`src/hw/rtl/gbfp_pkg.sv`:
```
// Package for the binary frame parser: framing constants, status codes
// and the parser phase type. No dependencies.
package gbfp_pkg;

    localparam int unsigned ADDR_W = 3;
    localparam logic REG_MAX_LEN = 1'b0;
    localparam logic [15:0] MAX_LEN_RESET = 16'd512;

    localparam logic [7:0] SYNC_FIRST = 8'hB5;
    localparam logic [7:0] SYNC_SECOND = 8'h62;
    localparam logic [7:0] PVT_CLASS = 8'd1;
    localparam logic [7:0] PVT_ID = 8'd7;
    localparam logic [15:0] PVT_LEN = 16'd92;
    localparam logic [15:0] OFS_FIX = 16'd20;
    localparam logic [15:0] OFS_LON = 16'd24;
    localparam logic [15:0] OFS_LAT = 16'd28;
    localparam logic [15:0] LANE_COUNT = 16'd4;

    localparam logic [1:0] ST_NONE = 2'd0;
    localparam logic [1:0] ST_OK = 2'd1;
    localparam logic [1:0] ST_BAD = 2'd2;

    typedef enum logic [8:0] {
        PH_SYNC1   = 9'b000000001,
        PH_SYNC2   = 9'b000000010,
        PH_CLASS   = 9'b000000100,
        PH_ID      = 9'b000001000,
        PH_LEN_LO  = 9'b000010000,
        PH_LEN_HI  = 9'b000100000,
        PH_PAYLOAD = 9'b001000000,
        PH_SUM_A   = 9'b010000000,
        PH_SUM_B   = 9'b100000000
    } phase_t;

endpackage

```
`src/hw/rtl/gnss_binary_frame_parser.sv`:
```
// Byte-serial deframer with Fletcher-8 check and NAV-PVT field capture.
// Each accepted byte yields a registered result beat in the cycle after it.
// Throughput: one byte per cycle while in_stall is low; the result register is the only stage.
// A held result stalls input only while the output side stalls.
// Reset (rst_n low, asynchronous): sync hunting, sums and captures zero,
// payload length limit 512, no result pending.
module gnss_binary_frame_parser
    import gbfp_pkg::*;
(
    input  logic                clk,
    input  logic                rst_n,
    input  logic                psel,
    input  logic                penable,
    input  logic                pwrite,
    input  logic [ADDR_W-1:0]   paddr,
    input  logic [31:0]         pwdata,
    output logic [31:0]         prdata,
    output logic                pready,
    input  logic                in_valid,
    output logic                in_stall,
    input  logic [7:0]          data_byte,
    input  logic                abandon,
    output logic                out_valid,
    input  logic                out_stall,
    output logic [1:0]          status,
    output logic [7:0]          frame_class,
    output logic [7:0]          msg_id,
    output logic [15:0]         frame_len,
    output logic [7:0]          payload_byte,
    output logic [15:0]         payload_index,
    output logic                payload_strobe,
    output logic                pvt_valid,
    output logic [7:0]          fix_type,
    output logic signed [31:0]  lat_e7,
    output logic signed [31:0]  lon_e7
);

    logic [15:0] max_len_reg;

    phase_t      phase_reg, phase_next;
    logic [7:0]  class_reg, class_next;
    logic [7:0]  id_reg, id_next;
    logic [15:0] length_reg, length_next;
    logic [15:0] position_reg, position_next;
    logic [7:0]  sum_a_reg, sum_a_next;
    logic [7:0]  sum_b_reg, sum_b_next;
    logic [7:0]  rx_sum_a_reg, rx_sum_a_next;
    logic [7:0]  fix_reg, fix_next;
    logic [31:0] lat_reg, lat_next;
    logic [31:0] lon_reg, lon_next;

    logic        out_valid_reg, out_valid_next;
    logic [1:0]  status_reg, status_next;
    logic [7:0]  frame_class_reg, frame_class_next;
    logic [7:0]  msg_id_reg, msg_id_next;
    logic [15:0] frame_len_reg, frame_len_next;
    logic [7:0]  payload_byte_reg, payload_byte_next;
    logic [15:0] payload_index_reg, payload_index_next;
    logic        payload_strobe_reg, payload_strobe_next;
    logic        pvt_valid_reg, pvt_valid_next;
    logic [7:0]  fix_type_reg, fix_type_next;
    logic [31:0] lat_e7_reg, lat_e7_next;
    logic [31:0] lon_e7_reg, lon_e7_next;

    logic        accept;
    logic [7:0]  sum_a_add;
    logic [7:0]  sum_b_add;
    logic [15:0] len_full;
    logic [15:0] position_inc;

    assign pready   = 1'b1;
    assign prdata   = (paddr[2] == REG_MAX_LEN) ? {16'd0, max_len_reg} : 32'd0;
    assign in_stall = out_valid_reg & out_stall;
    assign accept   = in_valid & ~in_stall;

    assign sum_a_add    = sum_a_reg + data_byte;
    assign sum_b_add    = sum_b_reg + sum_a_add;
    assign len_full     = {data_byte, length_reg[7:0]};
    assign position_inc = position_reg + 16'd1;

    always_comb
    begin
        phase_next          = phase_reg;
        class_next          = class_reg;
        id_next             = id_reg;
        length_next         = length_reg;
        position_next       = position_reg;
        sum_a_next          = sum_a_reg;
        sum_b_next          = sum_b_reg;
        rx_sum_a_next       = rx_sum_a_reg;
        fix_next            = fix_reg;
        lat_next            = lat_reg;
        lon_next            = lon_reg;
        status_next         = ST_NONE;
        frame_class_next    = 8'd0;
        msg_id_next         = 8'd0;
        frame_len_next      = 16'd0;
        payload_byte_next   = 8'd0;
        payload_index_next  = 16'd0;
        payload_strobe_next = 1'b0;
        pvt_valid_next      = 1'b0;
        fix_type_next       = 8'd0;
        lat_e7_next         = 32'd0;
        lon_e7_next         = 32'd0;

        if (abandon)
        begin
            phase_next    = PH_SYNC1;
            class_next    = 8'd0;
            id_next       = 8'd0;
            length_next   = 16'd0;
            position_next = 16'd0;
            sum_a_next    = 8'd0;
            sum_b_next    = 8'd0;
            rx_sum_a_next = 8'd0;
        end
        else
        begin
            unique case (phase_reg)
                PH_SYNC1:
                begin
                    if (data_byte == SYNC_FIRST)
                        phase_next = PH_SYNC2;
                end
                PH_SYNC2:
                begin
                    if (data_byte == SYNC_SECOND)
                    begin
                        phase_next = PH_CLASS;
                        sum_a_next = 8'd0;
                        sum_b_next = 8'd0;
                    end
                    else if (data_byte == SYNC_FIRST)
                        phase_next = PH_SYNC2;
                    else
                        phase_next = PH_SYNC1;
                end
                PH_CLASS:
                begin
                    class_next = data_byte;
                    sum_a_next = sum_a_add;
                    sum_b_next = sum_b_add;
                    phase_next = PH_ID;
                end
                PH_ID:
                begin
                    id_next    = data_byte;
                    sum_a_next = sum_a_add;
                    sum_b_next = sum_b_add;
                    phase_next = PH_LEN_LO;
                end
                PH_LEN_LO:
                begin
                    length_next = {8'd0, data_byte};
                    sum_a_next  = sum_a_add;
                    sum_b_next  = sum_b_add;
                    phase_next  = PH_LEN_HI;
                end
                PH_LEN_HI:
                begin
                    if (len_full > max_len_reg)
                    begin
                        // drop oversized frame silently
                        phase_next    = PH_SYNC1;
                        class_next    = 8'd0;
                        id_next       = 8'd0;
                        length_next   = 16'd0;
                        position_next = 16'd0;
                        sum_a_next    = 8'd0;
                        sum_b_next    = 8'd0;
                        rx_sum_a_next = 8'd0;
                    end
                    else
                    begin
                        length_next   = len_full;
                        sum_a_next    = sum_a_add;
                        sum_b_next    = sum_b_add;
                        position_next = 16'd0;
                        phase_next    = (len_full == 16'd0) ? PH_SUM_A : PH_PAYLOAD;
                    end
                end
                PH_PAYLOAD:
                begin
                    payload_byte_next   = data_byte;
                    payload_index_next  = position_reg;
                    payload_strobe_next = 1'b1;
                    sum_a_next          = sum_a_add;
                    sum_b_next          = sum_b_add;
                    if (position_reg == OFS_FIX)
                        fix_next = data_byte;
                    else if (position_reg >= OFS_LON && position_reg < OFS_LON + LANE_COUNT)
                        lon_next[{position_reg[1:0], 3'b000} +: 8] = data_byte;
                    else if (position_reg >= OFS_LAT && position_reg < OFS_LAT + LANE_COUNT)
                        lat_next[{position_reg[1:0], 3'b000} +: 8] = data_byte;
                    position_next = position_inc;
                    if (position_inc >= length_reg)
                        phase_next = PH_SUM_A;
                end
                PH_SUM_A:
                begin
                    rx_sum_a_next = data_byte;
                    phase_next    = PH_SUM_B;
                end
                PH_SUM_B:
                begin
                    if (rx_sum_a_reg == sum_a_reg && data_byte == sum_b_reg)
                    begin
                        status_next      = ST_OK;
                        frame_class_next = class_reg;
                        msg_id_next      = id_reg;
                        frame_len_next   = length_reg;
                        if (class_reg == PVT_CLASS && id_reg == PVT_ID
                            && length_reg == PVT_LEN)
                        begin
                            pvt_valid_next = 1'b1;
                            fix_type_next  = fix_reg;
                            lat_e7_next    = lat_reg;
                            lon_e7_next    = lon_reg;
                        end
                    end
                    else
                        status_next = ST_BAD;
                    phase_next    = PH_SYNC1;
                    class_next    = 8'd0;
                    id_next       = 8'd0;
                    length_next   = 16'd0;
                    position_next = 16'd0;
                    sum_a_next    = 8'd0;
                    sum_b_next    = 8'd0;
                    rx_sum_a_next = 8'd0;
                end
                default:
                begin
                    phase_next    = PH_SYNC1;
                    class_next    = 8'd0;
                    id_next       = 8'd0;
                    length_next   = 16'd0;
                    position_next = 16'd0;
                    sum_a_next    = 8'd0;
                    sum_b_next    = 8'd0;
                    rx_sum_a_next = 8'd0;
                end
            endcase
        end
    end

    always_comb
    begin
        if (accept)
            out_valid_next = 1'b1;
        else if (!out_stall)
            out_valid_next = 1'b0;
        else
            out_valid_next = out_valid_reg;
    end

    always_ff @(posedge clk or negedge rst_n)
    begin
        if (!rst_n)
            max_len_reg <= MAX_LEN_RESET;
        else if (psel && penable && pwrite && pready && paddr[2] == REG_MAX_LEN)
            max_len_reg <= pwdata[15:0];
    end

    always_ff @(posedge clk or negedge rst_n)
    begin
        if (!rst_n)
        begin
            phase_reg     <= PH_SYNC1;
            class_reg     <= 8'd0;
            id_reg        <= 8'd0;
            length_reg    <= 16'd0;
            position_reg  <= 16'd0;
            sum_a_reg     <= 8'd0;
            sum_b_reg     <= 8'd0;
            rx_sum_a_reg  <= 8'd0;
            fix_reg       <= 8'd0;
            lat_reg       <= 32'd0;
            lon_reg       <= 32'd0;
            out_valid_reg <= 1'b0;
        end
        else
        begin
            out_valid_reg <= out_valid_next;
            if (accept)
            begin
                phase_reg    <= phase_next;
                class_reg    <= class_next;
                id_reg       <= id_next;
                length_reg   <= length_next;
                position_reg <= position_next;
                sum_a_reg    <= sum_a_next;
                sum_b_reg    <= sum_b_next;
                rx_sum_a_reg <= rx_sum_a_next;
                fix_reg      <= fix_next;
                lat_reg      <= lat_next;
                lon_reg      <= lon_next;
            end
        end
    end

    always_ff @(posedge clk)
    begin
        if (accept)
        begin
            status_reg         <= status_next;
            frame_class_reg    <= frame_class_next;
            msg_id_reg         <= msg_id_next;
            frame_len_reg      <= frame_len_next;
            payload_byte_reg   <= payload_byte_next;
            payload_index_reg  <= payload_index_next;
            payload_strobe_reg <= payload_strobe_next;
            pvt_valid_reg      <= pvt_valid_next;
            fix_type_reg       <= fix_type_next;
            lat_e7_reg         <= lat_e7_next;
            lon_e7_reg         <= lon_e7_next;
        end
    end

    assign out_valid      = out_valid_reg;
    assign status         = status_reg;
    assign frame_class    = frame_class_reg;
    assign msg_id         = msg_id_reg;
    assign frame_len      = frame_len_reg;
    assign payload_byte   = payload_byte_reg;
    assign payload_index  = payload_index_reg;
    assign payload_strobe = payload_strobe_reg;
    assign pvt_valid      = pvt_valid_reg;
    assign fix_type       = fix_type_reg;
    assign lat_e7         = $signed(lat_e7_reg);
    assign lon_e7         = $signed(lon_e7_reg);

endmodule

```
`config.mk`:
```
export PLATFORM = sky130hd
export DESIGN_NAME = gnss_binary_frame_parser
export DESIGN_NICKNAME = d
export VERILOG_FILES = /design/src/hw/rtl/gbfp_pkg.sv /design/src/hw/rtl/gnss_binary_frame_parser.sv
export SDC_FILE = /design/constraint.sdc
export NUM_CORES = 1
export LEC_CHECK = 0
export BUFFER_PORTS_ARGS = -buffer_cell sky130_fd_sc_hd__buf_2
export CAP_MARGIN = 20
export CORE_ASPECT_RATIO = 1.25
export CORE_MARGIN = 2
export CORE_UTILIZATION = 35
export CTS_BUF_LIST = sky130_fd_sc_hd__clkbuf_4 sky130_fd_sc_hd__clkbuf_8
export DETAILED_ROUTE_END_ITERATION = 6
export PLACE_DENSITY = 0.56
export RECOVER_POWER = 50
export SLEW_MARGIN = 20
export SYNTH_ARGS = -nofsm -noshare
export SYNTH_HDL_FRONTEND = slang
export SYNTH_SLANG_ARGS = --single-unit
```
`constraint.sdc`:
```
create_clock -name clk -period 5 [get_ports clk]
set_input_delay 0.25 -clock clk [delete_from_list [all_inputs] [get_ports clk]]
set_output_delay 0.25 -clock clk [all_outputs]
set_load 0.02 [all_outputs]
```
==> impl_metrics.csv, run 1 <==
group,metric,value,unit
placed_design,place_congestion,0.857,
logic_synthesis,yosysSeqAreaShare,58.1,%
final_layout,fillCellCount,3974,
sta,max_freq,0.253,GHz
clocking,h-tree-depth,2,
routing,drt_wl_total,35700,um
floorplanning,num_rows,82,
final_layout,multi_input_area,5340,um^2
setup_path,startpoint_type,"register",
logic_synthesis,synthTopCellsByCount,"168 x dfrtp_1, 145 x nand2_1, 132 x edfxtp_1",
setup_path,cp_slowest_cell,"nor4_1",
placed_design,dpl.hpwl,23800,um
run,drv_cap,3,
routing,drtPass1Iterations,5,
sta,maxSlewHeadroom,-98.9,%
sta,setup_viol_count_final,0,
clocking,cts_sinks,302,
routing,vias,9764,
floorplanning,dieWidth,184,um
clocking,root_buffer,"clkbuf_8",
placed_design,portBuffers,182,
power,total_power,5.56,mW
floorplanning,die-area,42100,um^2
floorplanning,core_region_area,40000,um^2
clocking,ctsResizeCount,0,
global_route,track_usage,16.9,%
hold_path,hold_class,"input port to register",
floorplanning,io_pins,218,
logic_synthesis,synth.top_cell.area_share,29.7,%
logic_synthesis,synth_edf_count,132,
final_layout,syn_to_final_growth,15.9,%
sta,rsz0062_at_grt,"false",
routing,post-route-drc-count,0,
global_route,grt_antenna_before_repair,0,
logic_synthesis,async_flop_share,56.3,%
final_layout,nets,1550,
power,p_leak,6.74,nW
clocking,post_cts_buffers,0,
logic_synthesis,ys_types,68,
logic_synthesis,yosysTopAreaCell,"dfrtp_1",
run_status,outcome,"finished, violations left",
routing,via_per_inst,4.92,
sta,hold_viol,0,
final_layout,regArea,8220,um^2
clocking,cts_buffer_depth,3,
logic_synthesis,yosys-top-cells-area,"dfrtp_1 30%, edfxtp_1 28%, and2_1 4.6%",
logic_synthesis,synthesis.instances,1248,
sta,min_period,3.95,ns
power,vdd_drop_max,0.172,mV
final_layout,drive_gt1_share,12.0,%
setup_path,crit_fanout,11,
sta,tns,0,ns
logic_synthesis,synth-seq-cells,302,
sta,fin_skew,0.0357,ns
floorplanning,die-height,229,um
floorplanning,start_util,35.4,%
routing,drtIter0Drc,607,
clocking,tritoncts,"built",
setup_path,arrival,4.41,ns
logic_synthesis,yosys_warnings,0,
setup_path,cp-end-kind,"register",
setup_path,path_cells,"nand3_1 -> nor4_1 -> nand3_1 -> xnor2_1 -> ha_1 -> a21o_1 -> a21o_1 -> a21oi_1 -> o211ai_1 -> a21oi_1 -> nor2_1 -> mux2_2",
global_route,grt_pass1_wl,54600,um
global_route,grt_start_max_net_pins,80,
power,power_density,339,nW/um^2
clocking,path_clk_slew,0.07,ns
sta,slew_violations,149,
setup_path,slowest_delay,0.62,ns
sta,tightest_slew,2.98,ns
setup_path,crit_type,"register to register",
clocking,clkLatencyLatePin,0.58,ns
run_status,violations,"max-capacitance violations, max-slew violations",
routing,ant_nets,0,
global_route,grt_overflow,0,
routing,wl_per_cell,18.0,um
logic_synthesis,netlist_area,14200,um^2
setup_path,cp.required,5.46,ns
logic_synthesis,avgSynthCellArea,11.3,um^2
logic_synthesis,synth_most_common_cell,"dfrtp_1",
global_route,grt_pass1_vias,9639,
sta,fin_crit_sh,79.0,%
logic_synthesis,synthFlopType,"dfrtp_1",
clocking,numCtsBuffers,48,
[layout by cell type (no fill, tap or decap), drive strengths merged, types with 5 or more instances in the layout]
cell type	n
dfrtp	168
a22o	40
and3	6
nor3	18
or3	7
nand4	14
o31ai	6
and2	105
ha	52
xnor2	33
clkinv	16
nor2	74
nor4	17
o21a	5
a21o	8
buf	38
nor3b	6
a21oi	25
mux2	28
nand2	145
or2	8
inv	56
mux2i	10
edfxtp	132
nand3	26
clkbuf	220
nor2b	7
o21ai	117
conb	17
xor2	10
dlygate4sd3	19
nand2b	6
[final timing paths]
path | from | to | slack, ns | depth (start not counted)
setup / recovery | position_reg[0]$_DFFE_PN0P_ | phase_reg[1]$_DFFE_PN0P_ | 1.05 | 12
hold / removal | abandon | phase_reg[8]$_DFFE_PN0P_ | 0.20 | 2
setup reg to reg | position_reg[0]$_DFFE_PN0P_ | phase_reg[1]$_DFFE_PN0P_ | 1.05 | 12
hold reg to reg | lat_reg[29]$_DFFE_PN0P_ | lat_reg[29]$_DFFE_PN0P_ | 0.47 | 2
max in group asynchronous | rst_n | lon_reg[12]$_DFFE_PN0P_ | 1.54 | 3
min in group asynchronous | rst_n | max_len_reg[0]$_DFFE_PN0P_ | 0.31 | 2
[stage by stage]
stage	util [%]	setup slack [ns]	instance area, um^2	cells	hold slack (ns)
finish	41.0	1.05	16400	1985	0.205
global route	41.0	0.777	16400	1984	0.216
CTS	41.5	1.10	16600	1983	0.168
detailed placement	38.5	1.11	15400	1879	0.373
global placement	38.5	1.15	15400	1879	0.368
floorplan	-	0.806	14200	1263	-0.0456
[timing repair]
action,CTS,global route
hold buffers,19,0
hold endpoints to repair,93,0
setup endpoints to repair,0,0
[critical path, delay by kind of cell, from the launching register on]
family,cells,cell delay (ns)
compound gates,5,1.03
xor+xnor,1,0.25
fa+ha+maj,1,0.28
flops,1,0.56
mux,1,0.32
simple gates,4,1.38
[area by class of cell]
class,instances,area share (%)
timing repair buffer,213,6.15
tap,504,3.84
clock inverter,21,1.18
clock buffer,64,4.87
inverter,57,1.31
antenna,1,0.0152
sequential,302,50.1
multi-input combinational,823,32.5
[logic make-up after synthesis]
family,after synthesis,share of synthesized area [%]
buffers and inverters,138,4.58
DFF,302,58.1
adders and majority gates,54,4.88
other,2,0.0530
and+or+nand+nor,450,16.9
AOI/OAI and AO/OA,221,9.97
xor gates and xnor gates,43,2.66
muxes,38,2.93
[metal layers]
layer,up-vias,share of wire (%),GRT usage [%]
met1,4680,43,21.3
li1,4746,-,-
met4,0,3.7,6.83
met3,81,4.4,2.64
met2,257,49,28.7
met5,-,0,0
[report_power, final]
| part | switching, mW | internal (mW) |
|---|---|---|
| clock | 0.964 | 1.24 |
| combinational | 0.425 | 0.189 |
| sequential | 0.0532 | 2.68 |
| total | 1.44 | 4.12 |
(Power assumes the default switching activity.)
==> run 2, diff against run 1 <==
Settings changed: PLACE_DENSITY 0.56 to 0.54.
Clock period 5 ns to 3.8 ns, I/O delays scaled along.
==> run 2 against run 1 <==
Effect of this change: the run still ends with max-capacitance violations, max-slew violations left; sequential cell count is the same; first-iteration DRC count is 26% lower; sequential power is 32% higher; critical endpoint is now phase_reg[5]$_DFFE_PN0P_; highest routed layer unchanged.
==> impl_metrics.csv, run 2 (synthesized netlist as in run 1, its figures left out) <==
group,metric,value,unit
final_layout,syn_to_final_growth,17.6,%
routing,vias,10000,
setup_path,arrival,3.75,ns
placed_design,portBuffers,182,
clocking,cts_buffer_depth,3,
hold_path,worstHoldStart,"data_byte[0]",
routing,drtPass1Iterations,5,
run_status,outcome,"finished, violations left",
final_layout,regArea,8220,um^2
floorplanning,die-area,42100,um^2
floorplanning,io_pins,218,
global_route,grt_antenna_before_repair,0,
run_status,violations,"max-capacitance violations, max-slew violations",
global_route,grt_pass1_vias,10200,
setup_path,crit_type,"register to register",
power,power_density,435,nW/um^2
routing,via_per_inst,4.95,
sta,hold_viol,0,
routing,drt_wl_total,36600,um
global_route,track_usage,17.5,%
final_layout,most-common-layout-cells,"167 x dfrtp_1, 154 x clkbuf_1, 145 x nand2_1",
sta,min_period,3.30,ns
setup_path,crit_fanout,6,
final_layout,antenna_cells,0,
setup_path,startpoint_type,"register",
clocking,cts_sinks,302,
final_layout,nets,1581,
setup_path,cp-end-kind,"register",
floorplanning,dieWidth,184,um
routing,ant_nets,0,
power,vdd_drop_max,0.208,mV
global_route,grt_overflow,0,
placed_design,place_congestion,0.841,
power,p_leak,6.90,nW
sta,tns,0,ns
final_layout,layout_commonest_cell,"dfrtp_1",
clocking,h-tree-depth,2,
run,drv_cap,1,
placed_design,dpl.hpwl,24600,um
floorplanning,start_util,35.4,%
sta,rsz0062_at_grt,"false",
clocking,path_clk_slew,0.06,ns
routing,drtIter0Drc,451,
sta,fin_crit_sh,86.9,%
global_route,grt_pass1_wl,57000,um
routing,post-route-drc-count,0,
setup_path,crit_start,"position_reg[0]$_DFFE_PN0P_",
sta,fin_skew,0.0315,ns
hold_path,whs_path_depth,3,
final_layout,drive_gt1_share,14.4,%
routing,wl_per_cell,18.1,um
final_layout,multi_input_area,5340,um^2
setup_path,r2r-start,"position_reg[0]$_DFFE_PN0P_",
global_route,grt_start_max_net_pins,121,
clocking,tritoncts,"built",
hold_path,hold_class,"input port to register",
final_layout,design_area,16600,um^2
sta,tightest_slew,1.78,ns
setup_path,rr_worst_depth,13,
floorplanning,core_region_area,40000,um^2
sta,maxSlewHeadroom,-18.7,%
final_layout,fillCellCount,3925,
floorplanning,num_rows,82,
sta,max_freq,0.303,GHz
clocking,numCtsBuffers,49,
setup_path,cp.required,4.25,ns
clocking,root_buffer,"clkbuf_8",
sta,slew_violations,121,
floorplanning,die-height,229,um
clocking,clkLatencyLatePin,0.58,ns
sta,setup_viol_count_final,0,
placed_design,place_area,15700,um^2
run 2: cell types whose count changed in the layout (fill, tap and decap cells not counted), moves of 2 or more:
cell | previous run | this run
clkbuf_8 | 51 | 55
bufinv_16 | 4 | 0
buf_4 | 6 | 34
buf_12 | 0 | 3
clkinv_2 | 5 | 3
and2_1 | 104 | 97
and2_0 | 1 | 8
clkbuf_1 | 156 | 154
clkinv_1 | 11 | 9
clkbuf_4 | 13 | 24
run 2: where the power goes:
group,switching [mW],leakage [nW],internal (mW),total [mW]
registers,0.0724,3.65,3.53,3.61
clock network,1.28,0.527,1.55,2.83
logic,0.559,2.72,0.259,0.818
run 2: layout make-up:
cell class              count  share of cell area (%)
clock buffers              78                    5.58
clock inverters            13                   0.338
inverters                  57                    1.29
multi-input cells         823                    32.1
flip-flops and latches    302                    49.4
well taps                 504                    3.79
repair buffers            243                    7.55
run 2: stage by stage:
step | cells | utilization (%) | setup WS [ns] | hold WS, ns | power, mW
after global placement | 1910 | 39.2 | 0.609 | 0.172 | 4.51
after CTS | 2020 | 42.2 | 0.528 | 0.0341 | 7.40
final | 2020 | 41.6 | 0.499 | 0.0962 | 7.25
after floorplan | 1263 | - | 0.00906 | -0.106 | 4.24
after detailed placement | 1910 | 39.2 | 0.549 | 0.176 | 4.51
after global routing | 2020 | 41.6 | 0.292 | 0.0609 | 7.59
run 2: what timing repair did:
action / in CTS / in global routing
hold endpoints to repair: 67 / 0
hold buffers: 19 / 0
buffers inserted: 0 / 0
gates resized for setup: 0 / 0
run 2: worst paths after layout:
kind / endpoint / slack (ns)
hold / removal: sum_a_reg[0]$_DFFE_PN0P_ / 0.1
max in group asynchronous: lon_reg[16]$_DFFE_PN0P_ / 1.48
setup / recovery: phase_reg[5]$_DFFE_PN0P_ / 0.50
hold reg to reg: lat_reg[14]$_DFFE_PN0P_ / 0.47
setup reg to reg: phase_reg[5]$_DFFE_PN0P_ / 0.50
min in group asynchronous: out_valid$_DFFE_PN0P_ / 0.13
run 2: metal layers:
metal	global-route usage (%)	vias to the layer above	part of all wire, %
met2	30.2	247	51
met1	21.2	4875	41
met5	0	-	0
met4	8.13	0	4.0
li1	-	4798	-
met3	2.72	84	4.3
run 2: critical path, stage by stage, from the launching register on:
cell	delay [ns]
dfrtp_1	0.39
ha_1	0.32
nand2_1	0.11
nor3_1	0.25
and3_1	0.26
and3_1	0.23
xor2_1	0.18
ha_1	0.27
a21o_1	0.16
a21oi_1	0.16
o211ai_1	0.11
a21oi_1	0.25
nor2_1	0.17
mux2_2	0.33
==> run 3, diff against run 2 <==
==> constraint.sdc (replaced) <==
create_clock -name clk -period 3.8 [get_ports clk]
set_input_delay 0.38 -clock clk [delete_from_list [all_inputs] [get_ports clk]]
set_output_delay 0.38 -clock clk [all_outputs]
set_load 0.02 [all_outputs]
==> run 3 against run 2 <==
Effect of this change: the flow still finishes with violations (max-capacitance violations, max-slew violations); setup slack worse by 0.070 ns; register-to-register slack worse by 0.07 ns; via count is 1.2% lower; first-iteration DRC count is 20% higher; routed wire length hardly changed; worst hold slack worse by 0.056 ns; sequential power hardly changed; clock skew is 0.0061 ns lower.
==> impl_metrics.csv, run 3 (synthesized netlist as in run 1, its figures left out) <==
group,metric,value,unit
run_status,outcome,"finished, violations left",
run_status,violations,"max-capacitance violations, max-slew violations",
setup_path,r2r-start,"position_reg[1]$_DFFE_PN0P_",
clocking,root_buffer,"clkbuf_8",
sta,rsz0062_at_grt,"false",
global_route,grt_overflow,0,
setup_path,r2r-end,"phase_reg[1]$_DFFE_PN0P_",
clocking,numCtsBuffers,50,
sta,tns,0,ns
final_layout,nets,1567,
setup_path,crit_type,"register to register",
sta,hold_viol,0,
final_layout,syn_to_final_growth,17.1,%
sta,max_freq,0.297,GHz
floorplanning,die-height,229,um
routing,drtPass1Iterations,5,
routing,vias,9880,
setup_path,rrSetupSlack,0.43,ns
clocking,ctsHoldBuffers,13,
final_layout,finish.utilization,41.4,%
clocking,h-tree-depth,2,
setup_path,slowest_delay,0.45,ns
routing,wl_per_cell,18.2,um
clocking,cts_buffer_depth,3,
global_route,grt_start_max_net_pins,84,
sta,maxSlewHeadroom,-25.1,%
power,vdd_drop_max,0.237,mV
placed_design,place_area,15600,um^2
placed_design,place_congestion,0.855,
routing,via_per_inst,4.92,
global_route,track_usage,17.5,%
sta,hold_slack,0.0400,ns
final_layout,most-common-layout-cells,"167 x dfrtp_1, 154 x clkbuf_1, 145 x nand2_1",
clocking,ctsResizeCount,0,
setup_path,cp_slowest_cell,"dfrtp_1",
floorplanning,start_util,35.4,%
final_layout,design_area,16600,um^2
final_layout,drive_gt1_share,14.3,%
sta,min_period,3.37,ns
run,drv_cap,1,
clocking,cts_sinks,302,
routing,top_layer,"met4",
setup_path,cp-end-kind,"register",
routing,drt_wl_total,36600,um
hold_path,worstHoldStart,"pwdata[7]",
sta,fin_crit_sh,88.7,%
final_layout,layout_commonest_cell,"dfrtp_1",
routing,ant_nets,0,
sta,setup_viol_count_final,0,
routing,wl_met1,15300,um
floorplanning,core_region_area,40000,um^2
hold_path,whs_path_depth,2,
setup_path,arrival,3.83,ns
setup_path,crit_start,"position_reg[1]$_DFFE_PN0P_",
floorplanning,num_rows,82,
sta,fin_skew,0.0254,ns
hold_path,hold_class,"input port to register",
placed_design,dpl.hpwl,24800,um
final_layout,final_cells,2009,
global_route,grt_antenna_before_repair,1,
routing,met2_length,18500,um
floorplanning,dieWidth,184,um
power,total_power,7.50,mW
sta,post-route-worst-setup-slack,0.429,ns
setup_path,cp.required,4.26,ns
final_layout,fillCellCount,3920,
hold_path,min_to,"max_len_reg[7]$_DFFE_PN0P_",
setup_path,rr_worst_depth,16,
sta,slew_violations,68,
placed_design,dp_cells,1900,
placed_design,portBuffers,182,
floorplanning,io_pins,218,
power,power_density,452,nW/um^2
power,p_leak,6.87,nW
routing,met3WireLength,1550,um
setup_path,path_cells,"ha_1 -> nand2_1 -> nor3_1 -> and3_1 -> nand3_1 -> or2_2 -> nand2_1 -> ha_1 -> a21o_1 -> a21o_1 -> a21oi_1 -> o211ai_1 -> a21oi_1 -> buf_4 -> nor2_1 -> mux2_2",
routing,post-route-drc-count,0,
clocking,clkLatencyLatePin,0.59,ns
clocking,post_cts_buffers,0,
clocking,path_clk_slew,0.06,ns
sta,tightest_slew,1.88,ns
routing,drtIter0Drc,541,
global_route,grt_pass1_wl,57100,um
clocking,tritoncts,"built",
setup_path,crit_fanout,7,
global_route,grt_pass1_vias,10100,
floorplanning,die-area,42100,um^2
placed_design,pre_cts_ws,0.451,ns
setup_path,startpoint_type,"register",
## run 3: cell types whose count changed in the layout (fill, tap and decap cells not counted), sizes merged
cell,delta
buf,-12
dlygate4sd3,-6
clkbuf,-5
bufinv,+4
clkinv,+4
diode,+2
inv,+2
## run 3: report_power, final
part / switching, mW / total, mW / internal, mW
registers: 0.0725 / 3.61 / 3.53
clock network: 1.35 / 3.09 / 1.74
logic: 0.557 / 0.806 / 0.249
total: 1.98 / 7.50 / 5.52
## run 3: how the worst max path moves through the flow
stage / to / slack (ns) / cells after the start
global route: phase_reg[5]$_DFFE_PN0P_ / 0.21 / 16
finish: phase_reg[1]$_DFFE_PN0P_ / 0.43 / 16
global placement: class_reg[5]$_DFFE_PN0P_ / 0.49 / 9
floorplan: sum_b_reg[7]$_DFFE_PN0P_ / 0.009 / 8
detailed placement: class_reg[6]$_DFFE_PN0P_ / 0.45 / 9
CTS: phase_reg[1]$_DFFE_PN0P_ / 0.43 / 16
## run 3: area by class of cell
| class | instances | area, um^2 | area share [%] |
|---|---|---|---|
| diodes | 2 | 5.00 | 0.0302 |
| clock buffers | 70 | 851 | 5.13 |
| clock inverters | 23 | 228 | 1.37 |
| inverters | 57 | 215 | 1.30 |
| multi-input cells | 823 | 5340 | 32.2 |
| flip-flops and latches | 302 | 8220 | 49.6 |
| well taps | 504 | 631 | 3.80 |
| repair buffers | 228 | 1090 | 6.60 |
## run 3: routing by layer
metal  global-route usage, %  vias up
li1                        -     4785
met1                    21.7     4781
met2                    30.5      238
met3                    2.63       76
met4                    6.55        0
met5                       0        -
## run 3: worst max-delay path: cells and delay by family, from the launching register on
kind            cells  cell delay, ns
simple gates        7            1.43
compound gates      5            0.45
mux                 1            0.38
flops               1            0.45
fa+ha+maj           2            0.36
buf+inv             1            0.16
